==> config.mk <==
export PLATFORM = sky130hd
export DESIGN_NAME = timer_driven_uart_transceiver_flat
export DESIGN_NICKNAME = d
export VERILOG_FILES = /design/src/utdt_pkg.sv /design/src/utdt_if.sv /design/src/utdt_tx.sv /design/src/utdt_rx.sv /design/src/timer_driven_uart_transceiver.sv /design/src/flat_wrapper.sv
export SDC_FILE = /design/constraint.sdc
export NUM_CORES = 1
export LEC_CHECK = 0
export ABC_AREA = 0
export BUFFER_PORTS_ARGS = -buffer_cell sky130_fd_sc_hd__buf_4
export CAP_MARGIN = 20
export CELL_PAD_IN_SITES_DETAIL_PLACEMENT = 1
export CELL_PAD_IN_SITES_GLOBAL_PLACEMENT = 1
export CORE_ASPECT_RATIO = 0.9
export CORE_MARGIN = 5
export CORE_UTILIZATION = 48
export CTS_BUF_LIST = sky130_fd_sc_hd__clkbuf_8
export DETAILED_ROUTE_END_ITERATION = 8
export HOLD_SLACK_MARGIN = 0.03
export PLACE_DENSITY = 0.81
export SLEW_MARGIN = 20
export SYNTH_ARGS = -nofsm -noshare
export SYNTH_HDL_FRONTEND = slang
export SYNTH_SLANG_ARGS = --single-unit
export TNS_END_PERCENT = 50
==> constraint.sdc <==
create_clock -name clk -period 2.75 [get_ports clk]
set_clock_uncertainty 0.05 [all_clocks]
set_input_delay 0.55 -clock clk [delete_from_list [all_inputs] [get_ports clk]]
set_output_delay 0.55 -clock clk [all_outputs]
set_load 0.02 [all_outputs]
==> src/utdt_pkg.sv <==
// package for the timer driven uart transceiver
// shared widths, reset constants, status structs and the countdown step
// no dependencies
package utdt_pkg;

  localparam int BYTE_W        = 8;
  localparam int CNT_W         = 16;
  localparam int DATA_BITS_DEF = 8;

  localparam logic [CNT_W-1:0] BIT_PERIOD_RST = CNT_W'(138);

  typedef logic [BYTE_W-1:0] byte_t;
  typedef logic [CNT_W-1:0]  cnt_t;

  typedef struct packed {
    logic level;
    logic active;
  } tx_stat_t;

  typedef struct packed {
    logic  valid;
    byte_t data;
  } rx_stat_t;

  typedef struct packed {
    logic expire;
    cnt_t cnt;
  } tick_t;

  // one step of a bit countdown, reloads with the period on expiry
  function automatic tick_t tick_step(cnt_t cnt, cnt_t period);
    tick_t t;
    if (cnt <= CNT_W'(1)) begin
      t.expire = 1'b1;
      t.cnt    = period;
    end else begin
      t.expire = 1'b0;
      t.cnt    = cnt - CNT_W'(1);
    end
    return t;
  endfunction

endpackage

==> src/utdt_if.sv <==
// valid/ready channel interfaces for the uart transceiver
// depends on utdt_pkg
interface utdt_in_if;
  import utdt_pkg::*;
  logic  valid;
  logic  ready;
  logic  tx_start;
  byte_t tx_byte;
  logic  rx_pin;
  modport source (output valid, tx_start, tx_byte, rx_pin, input ready);
  modport sink (input valid, tx_start, tx_byte, rx_pin, output ready);
endinterface

interface utdt_out_if;
  import utdt_pkg::*;
  logic  valid;
  logic  ready;
  logic  tx_pin;
  logic  tx_busy;
  logic  rx_valid;
  byte_t rx_byte;
  modport source (output valid, tx_pin, tx_busy, rx_valid, rx_byte, input ready);
  modport sink (input valid, tx_pin, tx_busy, rx_valid, rx_byte, output ready);
endinterface

interface utdt_cfg_if;
  import utdt_pkg::*;
  logic valid;
  logic ready;
  cnt_t bit_period;
  modport source (output valid, bit_period, input ready);
  modport sink (input valid, bit_period, output ready);
endinterface

==> src/utdt_tx.sv <==
// uart transmitter state, one frame bit per bit period
// depends on utdt_pkg
module utdt_tx #(
  parameter int DATA_BITS = utdt_pkg::DATA_BITS_DEF
) (
  input  logic               clk,
  input  logic               rst_n,
  input  logic               step,
  input  logic               tx_start,
  input  utdt_pkg::byte_t    tx_byte,
  input  utdt_pkg::cnt_t     bit_period,
  output utdt_pkg::tx_stat_t stat
);
  import utdt_pkg::*;

  localparam int FRAME_W = DATA_BITS + 2;
  localparam int LEFT_W  = $clog2(DATA_BITS + 3);

  logic [FRAME_W-1:0]          frame_r, frame_nxt;
  logic [LEFT_W-1:0]           left_r, left_nxt;
  cnt_t                        cnt_r, cnt_nxt;
  logic                        active_r, active_nxt;
  logic                        level_r, level_nxt;
  logic [DATA_BITS+BYTE_W-1:0] byte_ext;
  tick_t                       tk;

  assign byte_ext = {DATA_BITS'(0), tx_byte};
  assign tk       = tick_step(cnt_r, bit_period);

  always_comb begin
    frame_nxt  = frame_r;
    left_nxt   = left_r;
    cnt_nxt    = cnt_r;
    active_nxt = active_r;
    level_nxt  = level_r;
    if (active_r) begin
      cnt_nxt = tk.cnt;
      if (tk.expire) begin
        if (left_r == '0) begin
          active_nxt = 1'b0;
          left_nxt   = LEFT_W'(DATA_BITS + 2);
        end else begin
          level_nxt = frame_r[0];
          frame_nxt = frame_r >> 1;
          left_nxt  = left_r - LEFT_W'(1);
        end
      end
    end else if (tx_start) begin
      frame_nxt  = {1'b1, byte_ext[DATA_BITS-1:0], 1'b0};
      left_nxt   = LEFT_W'(DATA_BITS + 2);
      cnt_nxt    = bit_period;
      active_nxt = 1'b1;
      level_nxt  = 1'b1;
    end
  end

  always_ff @(posedge clk) begin
    if (!rst_n) begin
      frame_r  <= '0;
      left_r   <= LEFT_W'(DATA_BITS + 2);
      cnt_r    <= '0;
      active_r <= 1'b0;
      level_r  <= 1'b1;
    end else if (step) begin
      frame_r  <= frame_nxt;
      left_r   <= left_nxt;
      cnt_r    <= cnt_nxt;
      active_r <= active_nxt;
      level_r  <= level_nxt;
    end
  end

  assign stat.level  = level_nxt;
  assign stat.active = active_nxt;

endmodule

==> src/utdt_rx.sv <==
// uart receiver state, edge hunt then mid-bit sampling
// depends on utdt_pkg
module utdt_rx #(
  parameter int DATA_BITS = utdt_pkg::DATA_BITS_DEF
) (
  input  logic               clk,
  input  logic               rst_n,
  input  logic               step,
  input  logic               rx_pin,
  input  utdt_pkg::cnt_t     bit_period,
  output utdt_pkg::rx_stat_t stat
);
  import utdt_pkg::*;

  localparam int LEFT_W = $clog2(DATA_BITS + 3);

  cnt_t                        cnt_r, cnt_nxt;
  logic                        hunt_r, hunt_nxt;
  logic [DATA_BITS-1:0]        shift_r, shift_nxt;
  logic [LEFT_W-1:0]           left_r, left_nxt;
  logic                        last_r;
  logic [DATA_BITS-1:0]        held_r, held_nxt;
  logic                        valid;
  logic [DATA_BITS+BYTE_W-1:0] held_ext;
  tick_t                       tk;

  assign tk = tick_step(cnt_r, bit_period);

  always_comb begin
    cnt_nxt   = cnt_r;
    hunt_nxt  = hunt_r;
    shift_nxt = shift_r;
    left_nxt  = left_r;
    held_nxt  = held_r;
    valid     = 1'b0;
    if (hunt_r) begin
      if (last_r && !rx_pin) begin
        hunt_nxt = 1'b0;
        cnt_nxt  = bit_period >> 1;
        left_nxt = LEFT_W'(DATA_BITS + 1);
      end
    end else begin
      cnt_nxt = tk.cnt;
      if (tk.expire) begin
        if (left_r > LEFT_W'(DATA_BITS)) begin
          left_nxt = LEFT_W'(DATA_BITS);
        end else begin
          shift_nxt = {rx_pin, shift_r[DATA_BITS-1:1]};
          if (left_r <= LEFT_W'(1)) begin
            held_nxt = shift_nxt;
            valid    = 1'b1;
            left_nxt = LEFT_W'(DATA_BITS);
            hunt_nxt = 1'b1;
          end else begin
            left_nxt = left_r - LEFT_W'(1);
          end
        end
      end
    end
  end

  always_ff @(posedge clk) begin
    if (!rst_n) begin
      cnt_r   <= '0;
      hunt_r  <= 1'b1;
      shift_r <= '0;
      left_r  <= LEFT_W'(DATA_BITS);
      last_r  <= 1'b1;
      held_r  <= '0;
    end else if (step) begin
      cnt_r   <= cnt_nxt;
      hunt_r  <= hunt_nxt;
      shift_r <= shift_nxt;
      left_r  <= left_nxt;
      last_r  <= rx_pin;
      held_r  <= held_nxt;
    end
  end

  assign held_ext   = {BYTE_W'(0), held_nxt};
  assign stat.valid = valid;
  assign stat.data  = held_ext[BYTE_W-1:0];

endmodule

==> src/timer_driven_uart_transceiver.sv <==
// timer driven 8N1 uart transceiver, top level
// depends on utdt_pkg, utdt_if, utdt_tx and utdt_rx
//
// each input beat is one uart clock tick: a send request with its byte and the
// sampled receive pin; each input beat yields exactly one output beat with the
// transmit pin, the busy flag, the receive valid pulse and the last byte
// the input beat lands in an input register, the tx and rx state advance as it
// moves into the output register; the output beat is presented from that
// register and taken when out_ch.ready is high, so each beat passes the input
// and then the output register; throughput one beat per cycle unless stalled
// when the output side stalls the output register holds its beat, the input
// register holds the next one, and in_ch.ready drops only if both are full
// the cfg channel writes bit_period (input beats per bit), always ready; write it
// only while no beats are in flight
// reset (rst_n low, synchronous) empties both registers, sets bit_period to
// 138, idles the transmitter at mark and arms the receiver for a start edge
module timer_driven_uart_transceiver #(
  parameter int DATA_BITS = utdt_pkg::DATA_BITS_DEF
) (
  input logic       clk,
  input logic       rst_n,
  utdt_in_if.sink   in_ch,
  utdt_out_if.source out_ch,
  utdt_cfg_if.sink  cfg_ch
);
  import utdt_pkg::*;

  cnt_t     bit_period_r;
  logic     in_valid_r;
  logic     in_start_r;
  byte_t    in_byte_r;
  logic     in_pin_r;
  logic     out_valid_r;
  logic     out_pin_r;
  logic     out_busy_r;
  logic     out_rxv_r;
  byte_t    out_byte_r;
  logic     adv;
  tx_stat_t tx_stat;
  rx_stat_t rx_stat;

  assign adv          = in_valid_r && (!out_valid_r || out_ch.ready);
  assign in_ch.ready  = !in_valid_r || adv;
  assign cfg_ch.ready = 1'b1;

  always_ff @(posedge clk) begin
    if (!rst_n) begin
      bit_period_r <= BIT_PERIOD_RST;
    end else if (cfg_ch.valid) begin
      bit_period_r <= cfg_ch.bit_period;
    end
  end

  always_ff @(posedge clk) begin
    if (!rst_n) begin
      in_valid_r <= 1'b0;
    end else if (in_ch.ready) begin
      in_valid_r <= in_ch.valid;
    end
  end

  always_ff @(posedge clk) begin
    if (in_ch.valid && in_ch.ready) begin
      in_start_r <= in_ch.tx_start;
      in_byte_r  <= in_ch.tx_byte;
      in_pin_r   <= in_ch.rx_pin;
    end
  end

  utdt_tx #(.DATA_BITS(DATA_BITS)) u_tx (
    .clk        (clk),
    .rst_n      (rst_n),
    .step       (adv),
    .tx_start   (in_start_r),
    .tx_byte    (in_byte_r),
    .bit_period (bit_period_r),
    .stat       (tx_stat)
  );

  utdt_rx #(.DATA_BITS(DATA_BITS)) u_rx (
    .clk        (clk),
    .rst_n      (rst_n),
    .step       (adv),
    .rx_pin     (in_pin_r),
    .bit_period (bit_period_r),
    .stat       (rx_stat)
  );

  always_ff @(posedge clk) begin
    if (!rst_n) begin
      out_valid_r <= 1'b0;
    end else if (adv) begin
      out_valid_r <= 1'b1;
    end else if (out_ch.ready) begin
      out_valid_r <= 1'b0;
    end
  end

  always_ff @(posedge clk) begin
    if (adv) begin
      out_pin_r  <= tx_stat.level;
      out_busy_r <= tx_stat.active;
      out_rxv_r  <= rx_stat.valid;
      out_byte_r <= rx_stat.data;
    end
  end

  assign out_ch.valid    = out_valid_r;
  assign out_ch.tx_pin   = out_pin_r;
  assign out_ch.tx_busy  = out_busy_r;
  assign out_ch.rx_valid = out_rxv_r;
  assign out_ch.rx_byte  = out_byte_r;

`ifndef SYNTHESIS
  a_adv_loads_out: assert property (@(posedge clk) disable iff (!rst_n)
    adv |=> out_valid_r)
    else $error("advanced beat did not reach the output register");

  a_idle_is_mark: assert property (@(posedge clk) disable iff (!rst_n)
    (out_valid_r && !out_busy_r) |-> out_pin_r)
    else $error("transmit line not at mark while idle");

  a_in_held: assert property (@(posedge clk) disable iff (!rst_n)
    (in_valid_r && !adv) |=> (in_valid_r && $stable(in_byte_r) && $stable(in_pin_r)))
    else $error("stalled input beat lost or changed");
`endif

endmodule
==> src/flat_wrapper.sv <==
// flat-port wrapper written by rule: the top's interface ports become plain ports
module timer_driven_uart_transceiver_flat import utdt_pkg::*;
#(
  parameter int DATA_BITS = utdt_pkg::DATA_BITS_DEF
)
  (clk, rst_n, in_ch_valid, in_ch_tx_start, in_ch_tx_byte, in_ch_rx_pin, in_ch_ready, out_ch_valid, out_ch_tx_pin, out_ch_tx_busy, out_ch_rx_valid, out_ch_rx_byte, out_ch_ready, cfg_ch_valid, cfg_ch_bit_period, cfg_ch_ready);
  utdt_in_if in_ch_i ();
  utdt_out_if out_ch_i ();
  utdt_cfg_if cfg_ch_i ();
  input logic clk;
  input logic rst_n;
  input wire logic [$bits(in_ch_i.valid)-1:0] in_ch_valid;
  input wire logic [$bits(in_ch_i.tx_start)-1:0] in_ch_tx_start;
  input wire logic [$bits(in_ch_i.tx_byte)-1:0] in_ch_tx_byte;
  input wire logic [$bits(in_ch_i.rx_pin)-1:0] in_ch_rx_pin;
  output wire logic [$bits(in_ch_i.ready)-1:0] in_ch_ready;
  output wire logic [$bits(out_ch_i.valid)-1:0] out_ch_valid;
  output wire logic [$bits(out_ch_i.tx_pin)-1:0] out_ch_tx_pin;
  output wire logic [$bits(out_ch_i.tx_busy)-1:0] out_ch_tx_busy;
  output wire logic [$bits(out_ch_i.rx_valid)-1:0] out_ch_rx_valid;
  output wire logic [$bits(out_ch_i.rx_byte)-1:0] out_ch_rx_byte;
  input wire logic [$bits(out_ch_i.ready)-1:0] out_ch_ready;
  input wire logic [$bits(cfg_ch_i.valid)-1:0] cfg_ch_valid;
  input wire logic [$bits(cfg_ch_i.bit_period)-1:0] cfg_ch_bit_period;
  output wire logic [$bits(cfg_ch_i.ready)-1:0] cfg_ch_ready;
  assign in_ch_i.valid = in_ch_valid;
  assign in_ch_i.tx_start = in_ch_tx_start;
  assign in_ch_i.tx_byte = in_ch_tx_byte;
  assign in_ch_i.rx_pin = in_ch_rx_pin;
  assign in_ch_ready = in_ch_i.ready;
  assign out_ch_valid = out_ch_i.valid;
  assign out_ch_tx_pin = out_ch_i.tx_pin;
  assign out_ch_tx_busy = out_ch_i.tx_busy;
  assign out_ch_rx_valid = out_ch_i.rx_valid;
  assign out_ch_rx_byte = out_ch_i.rx_byte;
  assign out_ch_i.ready = out_ch_ready;
  assign cfg_ch_i.valid = cfg_ch_valid;
  assign cfg_ch_i.bit_period = cfg_ch_bit_period;
  assign cfg_ch_ready = cfg_ch_i.ready;
  timer_driven_uart_transceiver #(.DATA_BITS(DATA_BITS)) u_core (.clk(clk), .rst_n(rst_n), .in_ch(in_ch_i), .out_ch(out_ch_i), .cfg_ch(cfg_ch_i));
endmodule
==> summary.md, run 1 <==
| Metric | Value |
|---|---|
| Outcome | `finished clean` |
| Int Pwr | `between 2000 and 2500 uW` |
| Combinational share of power | `0.214` |
| Hold Path Cell Cnt | `1` |
| Area leader, netlist | `dfxtp_1` |
| Setup TNS | `0 ps` |
| Sw Share | `0.318` |
| Post-cts resize count | `0` |
| Ranking of synthesized cells by area | `dfxtp_1 32%, edfxtp_1 12%, mux2i_1 6.9%` |
| Num ports | `45` |
| Top_reg_cell synth | `dfxtp_1` |
| # DRC | `0` |
| Max Cap Viol | `0` |
| I/O Buffers | `43` |
| Reg-to-Reg End | `u_core.out_ch.rx_byte[3]$_DFFE_PP_` |
| Initial antenna violation count | `0` |
| Worst skew pair latency | `380 ps` |
| Top cell family by delay on the critical path | `simple AND/OR/NAND/NOR gates` |
| Total Power | `3570 uW` |
| Adder-cell share of the synthesized area | `0.0185` |
| Clock sink count | `108` |
| Synthesized Nets | `611` |
| Share of cells above drive strength 1 | `0.196` |
| Leak pwr | `0.00236 uW` |
| Layout area overhead | `14.2%` |
| Post-Syn Instances | `572` |
| Initial core utilization | `0.494` |
| Final wirelength | `16.1 mm` |
| Synth warn | `0` |
| Die Ht | `111 microns` |
| WP depth | `5` |
| Core Area | `around 0.011 sq mm` |
| Psw | `1130 uW` |
| Final worst path period need | `2600 ps` |
| Sequential share of power | `0.496` |
| Worst min-delay path category | `in2reg` |
| Most frequent cell after synthesis | `dfxtp_1` |
| Simple-gate share of the synthesized area | `0.190` |
| Max FO, Critical Path | `8` |
| H-tree depth | `3` |
| Final Cycle Share | `0.945` |
| Cell row count | `36` |
| CTS root buffer | `clkbuf_8` |
| Cells on worst reg2reg path | `5` |
| Main combinational cell family by area after synthesis | `compound AO/OA/AOI/OAI gates` |
| Crit path from | `u_core.u_rx.cnt_r[9]$_SDFFE_PN0P_` |
| CTS tree | `done` |
| Crit path largest cell delay | `700 ps` |
| Async SR Flop Fraction | `0` |
| Yosys top cell area share | `0.322` |
| CTS Buf Count | `9` |
| Slew headroom | `0.499` |
| ANT nets after route | `0` |
| CP endpoint kind | `register` |
| Die area | `0.0135 sq mm` |
| Hold buffers post-CTS | `0` |
| Post-synth cell types | `69` |
| Reg2reg setup slack | `150 ps` |
| Most instantiated cells after synthesis | `87 x dfxtp_1, 54 x nor2_1, 41 x nand2_1, 37 x mux2i_1, 34 x a21oi_1` |
| Post-synth EDFFs | `21` |
| Worst Path Required | `2840 ps` |
| Final setup fails | `0` |
| Mapped Area | `0.00541 sq mm` |
| Die width | `122 microns` |
| Count of final max-slew check failures | `0` |
| Postcts setup bufs | `0` |
| Final nets | `657` |
| Slew @ Worst Pin | `roughly 750 ps` |
| First-pass GRT wire length | `about 26 mm` |
| Tot GR Track Use | `0.242` |
| Vias in the first global route | `4901` |
| Via count | `4804` |
| DPL Wire Length | `around 11 mm` |
| PD cells | `578 mW/mm^2` |
| CP Cell Sequence | `nor3_2 > and4_1 > nand2_2 > or4_1 > mux2_4` |
| Routability cong. | `around 0.84` |
| Fin. Hold Viols | `0` |
| Largest net degree at the start of global routing | `49` |
| Clk pin slew, worst setup/hold paths | `100 ps` |
| Fillers | `1287` |
| Critical-path cell with the highest stage delay | `or4_1` |
| Max Root-Sink Buffers | `2` |
| N_diodes | `0` |
| Arrival @ worst endpoint | `2690 ps` |
| Highest clock rate | `385 MHz` |
| Compound-Gate Fraction of Synth Area | `0.204` |
| RSZ-0062 raised after global routing | `false` |
| DRT iter0 DRCs | `311` |
| WHS Endpoint | `u_core.in_byte_r[0]$_DFFE_PP_` |
| Sequential fraction of the synthesis area | `0.439` |
| Wirelength per Cell | `approximately 21 microns` |
| Worst r2r src | `u_core.u_rx.cnt_r[9]$_SDFFE_PN0P_` |
| Syn Area/Cell | `9.45 sq um` |
| Drt first pass iters | `5` |
| GR Overflow Total | `0` |
| Critical path class | `reg2reg` |
| Hold path start | `in_ch_tx_byte[0]` |
| Synth Area in XOR/XNOR | `0.0178` |
| Seq cells post-synth | `108` |
| Crit path buffers/inverters | `0` |
| DR vias/cell | `6.20` |
| Power share of the clock group | `0.290` |
| Worst VDD drop | `336 uV` |
| CP Launch Type | `register` |
| Mux contribution to synthesized area | `0.0949` |
through the flow:
stage / cell area [sq um] / setup WS [ps] / instances / hold WS (ps) / utilization
6_report: 6170 / 152 / 775 / 289 / 0.564
5_1_grt: 6170 / 57.7 / 775 / 274 / 0.564
4_1_cts: 6170 / 157 / 775 / 278 / 0.564
3_5_place_dp: 5960 / 183 / 759 / 431 / 0.545
3_3_place_gp: 5960 / 237 / 759 / 410 / 0.545
2_1_floorplan: 5410 / 405 / 572 / 397 / -
power groups by stage:
stage	Combinational (uW)	Sequential (uW)	Clock, uW
after floorplan	516	1780	0
after global placement	726	1800	0
after detailed placement	748	1800	0
after CTS	756	1770	1060
after global routing	839	1780	1110
final	763	1770	1040
worst max-delay path by stage:
stage,end,slack [ps]
global route,u_core.out_ch.rx_byte[5]$_DFFE_PP_,60
finish,u_core.out_ch.rx_byte[3]$_DFFE_PP_,150
detailed placement,u_core.out_ch.rx_byte[2]$_DFFE_PP_,180
global placement,u_core.out_ch.rx_byte[0]$_DFFE_PP_,240
CTS,u_core.out_ch.rx_byte[5]$_DFFE_PP_,160
floorplan,u_core.u_rx.cnt_r[2]$_SDFFE_PN0P_,410
registers in the layout, summed over array words and instances (netlist names), 4 cells and up:
name / count
u_core.out_ch.rx_byte: 8
u_core.u_tx.cnt_r: 16
u_core.u_rx.shift_r: 7
u_core.in_byte_r: 8
u_core.u_tx.frame_r: 10
u_core.u_tx.left_r: 4
u_core.u_rx.held_r: 8
u_core.u_rx.cnt_r: 16
u_core.bit_period_r: 16
u_core.u_rx.left_r: 4
area by class of cell:
class	count	area (sq um)	area share
Multi-Input combinational cell	417	2850	0.461
Sequential cell	108	2370	0.384
Timing Repair Buffer	66	495	0.0803
Tap cell	152	190	0.0308
Clock buffer	10	138	0.0223
Clock inverter	6	71.3	0.0116
Inverter	16	60.1	0.00973
worst reg2reg max path, delay by kind of cell (launching register included):
family / cells / cell delay (ps)
DFF: 1 / 410
and+or+nand+nor: 4 / 1510
muxes: 1 / 400
kinds of logic (layout without fill, tap and decap cells):
logic type | count (synthesis) | count (layout)
and+or+nand+nor | 197 | 197
adders and majority gates | 8 | 8
other | 1 | 1
DFF | 108 | 108
AOI/OAI and AO/OA | 153 | 153
muxes | 47 | 47
xor gates and xnor gates | 11 | 11
buffers and inverters | 47 | 98
per-layer routing:
metal | wire (microns) | up-vias | part of all wire | GRT usage
li1 | - | 2247 | - | -
met1 | 7320 | 2398 | 0.46 | 0.323
met2 | 7670 | 134 | 0.48 | 0.399
met3 | 786 | 25 | 0.049 | 0.0423
met4 | 302 | 0 | 0.019 | 0.0702
met5 | 0 | - | 0 | 0
placed cells by master (no fill, tap or decap), types with 8 or more instances in the layout:
| cell | count |
|---|---|
| edfxtp_1 | 21 |
| xnor2_1 | 8 |
| inv_1 | 16 |
| o21ai_0 | 28 |
| ha_1 | 8 |
| a21oi_1 | 34 |
| mux2i_1 | 37 |
| o221a_2 | 17 |
| nor2_1 | 54 |
| nand3_1 | 20 |
| nand2_1 | 41 |
| clkbuf_8 | 10 |
| buf_4 | 66 |
| dfxtp_1 | 87 |
| nor3_1 | 21 |
| a22oi_1 | 9 |
| mux2_4 | 8 |
No activity file was read; power rests on OpenSTA's default activity.
==> run 2: changes to the inputs <==
--- a/config.mk
+++ b/config.mk
@@ -7,16 +7,14 @@
 export LEC_CHECK = 0
 export ABC_AREA = 0
 export BUFFER_PORTS_ARGS = -buffer_cell sky130_fd_sc_hd__buf_4
-export CAP_MARGIN = 20
 export CELL_PAD_IN_SITES_DETAIL_PLACEMENT = 1
 export CELL_PAD_IN_SITES_GLOBAL_PLACEMENT = 1
 export CORE_ASPECT_RATIO = 0.9
 export CORE_MARGIN = 5
-export CORE_UTILIZATION = 48
-export CTS_BUF_LIST = sky130_fd_sc_hd__clkbuf_8
+export CORE_UTILIZATION = 46
 export DETAILED_ROUTE_END_ITERATION = 8
 export HOLD_SLACK_MARGIN = 0.03
-export PLACE_DENSITY = 0.81
+export PLACE_DENSITY = 0.78
 export SLEW_MARGIN = 20
 export SYNTH_ARGS = -nofsm -noshare
 export SYNTH_HDL_FRONTEND = slang
==> summary.md, run 2 (synthesis gave the netlist of run 1 again) <==
| Metric | Value |
|---|---|
| Outcome | `finished clean` |
| Worst min-delay path category | `in2reg` |
| Reg-to-Reg End | `u_core.out_ch.rx_byte[3]$_DFFE_PP_` |
| Layout area overhead | `16.2%` |
| Die width | `124 microns` |
| Fin. Hold Viols | `0` |
| Commonest cells after routing, fill and taps aside | `87 x dfxtp_1, 65 x buf_4, 54 x nor2_1` |
| Worst Path Required | `between 2000 and 3000 ps` |
| Tot GR Track Use | `0.235` |
| RSZ-0062 raised after global routing | `false` |
| WHS Endpoint | `u_core.in_byte_r[2]$_DFFE_PP_` |
| Hold path start | `in_ch_tx_byte[2]` |
| Setup TNS | `0 ps` |
| Highest clock rate | `383 MHz` |
| H-tree depth | `3` |
| Worst VDD drop | `610 uV` |
| Hold Path Cell Cnt | `1` |
| Share of cells above drive strength 1 | `0.195` |
| Count of final max-slew check failures | `0` |
| Core Util, Final | `0.547` |
| Num ports | `45` |
| Worst r2r src | `u_core.u_rx.cnt_r[4]$_SDFFE_PN0P_` |
| Reg2reg setup slack | `roughly 140 ps` |
| CTS root buffer | `clkbuf_16` |
| Drt first pass iters | `5` |
| Leak pwr | `0.00240 uW` |
| Slew @ Worst Pin | `820 ps` |
| Die area | `0.0140 sq mm` |
| Most common cell after layout, fill and taps aside | `dfxtp_1` |
| Arrival @ worst endpoint | `2670 ps` |
| Final Cycle Share | `0.950` |
| Cell row count | `37` |
| CP endpoint kind | `register` |
| N_diodes | `0` |
| # DRC | `0` |
| Via count | `4832` |
| Max FO, Critical Path | `8` |
| Routability cong. | `roughly 0.9` |
| Grt met1 use | `0.305` |
| Slew headroom | `0.449` |
| GR Overflow Total | `0` |
| CTS tree | `done` |
| CP Launch Type | `register` |
| Max Root-Sink Buffers | `2` |
| Final worst path period need | `approximately 2600 ps` |
| Clk pin slew, worst setup/hold paths | `about 80 ps` |
| I/O Buffers | `43` |
| Die Ht | `113 microns` |
| ANT nets after route | `0` |
| Final nets | `~660` |
| Cells on worst reg2reg path | `5` |
| Largest net degree at the start of global routing | `50` |
| Wirelength per Cell | `~21 microns` |
| Clock sink count | `approximately 110` |
| Post-cts resize count | `0` |
| Core Area | `0.0115 sq mm` |
| Final setup fails | `0` |
| Hold buffers post-CTS | `0` |
| PD cells | `629 mW/mm^2` |
| First-pass GRT wire length | `around 27 mm` |
| Busiest grt layer | `met2` |
| Final wirelength | `16.6 mm` |
| Initial core utilization | `0.471` |
| Max Cap Viol | `0` |
| Largest regs | `u_core.bit_period_r x16, u_core.u_rx.cnt_r x16, u_core.u_tx.cnt_r x16` |
| DR vias/cell | `roughly 6.2` |
| DRT iter0 DRCs | `~420` |
| GR Util met2 | `0.393` |
| Postcts setup bufs | `0` |
| Vias in the first global route | `4885` |
| Met3 GRT Util | `0.0519` |
| Critical path class | `reg2reg` |
| Initial antenna violation count | `0` |
| Worst skew pair latency | `360 ps` |
| CTS Buf Count | `9` |
| DPL Wire Length | `11.4 mm` |
==> run 2: worst max-delay path, stage by stage, from the launching register on <==
cell and delay [ps]:
dfxtp_1 400, nor4_4 410, and4_1 310, nand2_2 100, or4_1 700, mux2_4 400
==> run 2: final cells by class <==
cell class / count / area (sq um)
multi-input cells: 417 / 2850
clock buffers: 10 / 229
flip-flops and latches: 108 / 2370
inverters: 16 / 60.1
repair buffers: 65 / 488
fillers: 1356 / 5200
clock inverters: 6 / 90.1
well taps: 156 / 195
==> run 2: routing by layer <==
metal,up-vias,part of all wire,wire [microns]
met1,2416,0.46,7560
met5,-,0,0
met4,0,0.020,326
met2,136,0.48,7960
met3,24,0.044,734
li1,2256,-,-
==> run 2: how the worst max path moves through the flow <==
stage                                       from                                  to  slack [ps]  cells past startpoint
6_report       u_core.u_rx.cnt_r[4]$_SDFFE_PN0P_  u_core.out_ch.rx_byte[3]$_DFFE_PP_         140                      5
5_1_grt        u_core.u_rx.cnt_r[4]$_SDFFE_PN0P_  u_core.out_ch.rx_byte[1]$_DFFE_PP_          40                      5
2_1_floorplan                       out_ch_ready   u_core.u_rx.cnt_r[2]$_SDFFE_PN0P_         410                      7
4_1_cts        u_core.u_rx.cnt_r[4]$_SDFFE_PN0P_  u_core.out_ch.rx_byte[3]$_DFFE_PP_         140                      5
3_3_place_gp   u_core.u_rx.cnt_r[4]$_SDFFE_PN0P_  u_core.out_ch.rx_byte[3]$_DFFE_PP_         250                      5
3_5_place_dp   u_core.u_rx.cnt_r[4]$_SDFFE_PN0P_  u_core.out_ch.rx_byte[2]$_DFFE_PP_         160                      5
==> run 2: per-stage QoR <==
step	setup WS, ps	instances	hold WS, ps	power [uW]	cell area, sq um
final	137	778	314	3950	6280
after global routing	40.6	778	303	4120	6280
after CTS	144	778	299	3970	6280
after detailed placement	163	762	432	2550	5960
after global placement	245	762	413	2530	5960
after floorplan	405	572	397	2290	5410
==> run 2: power breakdown <==
part           leakage (uW)  internal (uW)  switching, uW
registers          0.000910           1680           86.9
clock network      0.000153            801            617
logic               0.00134            291            471
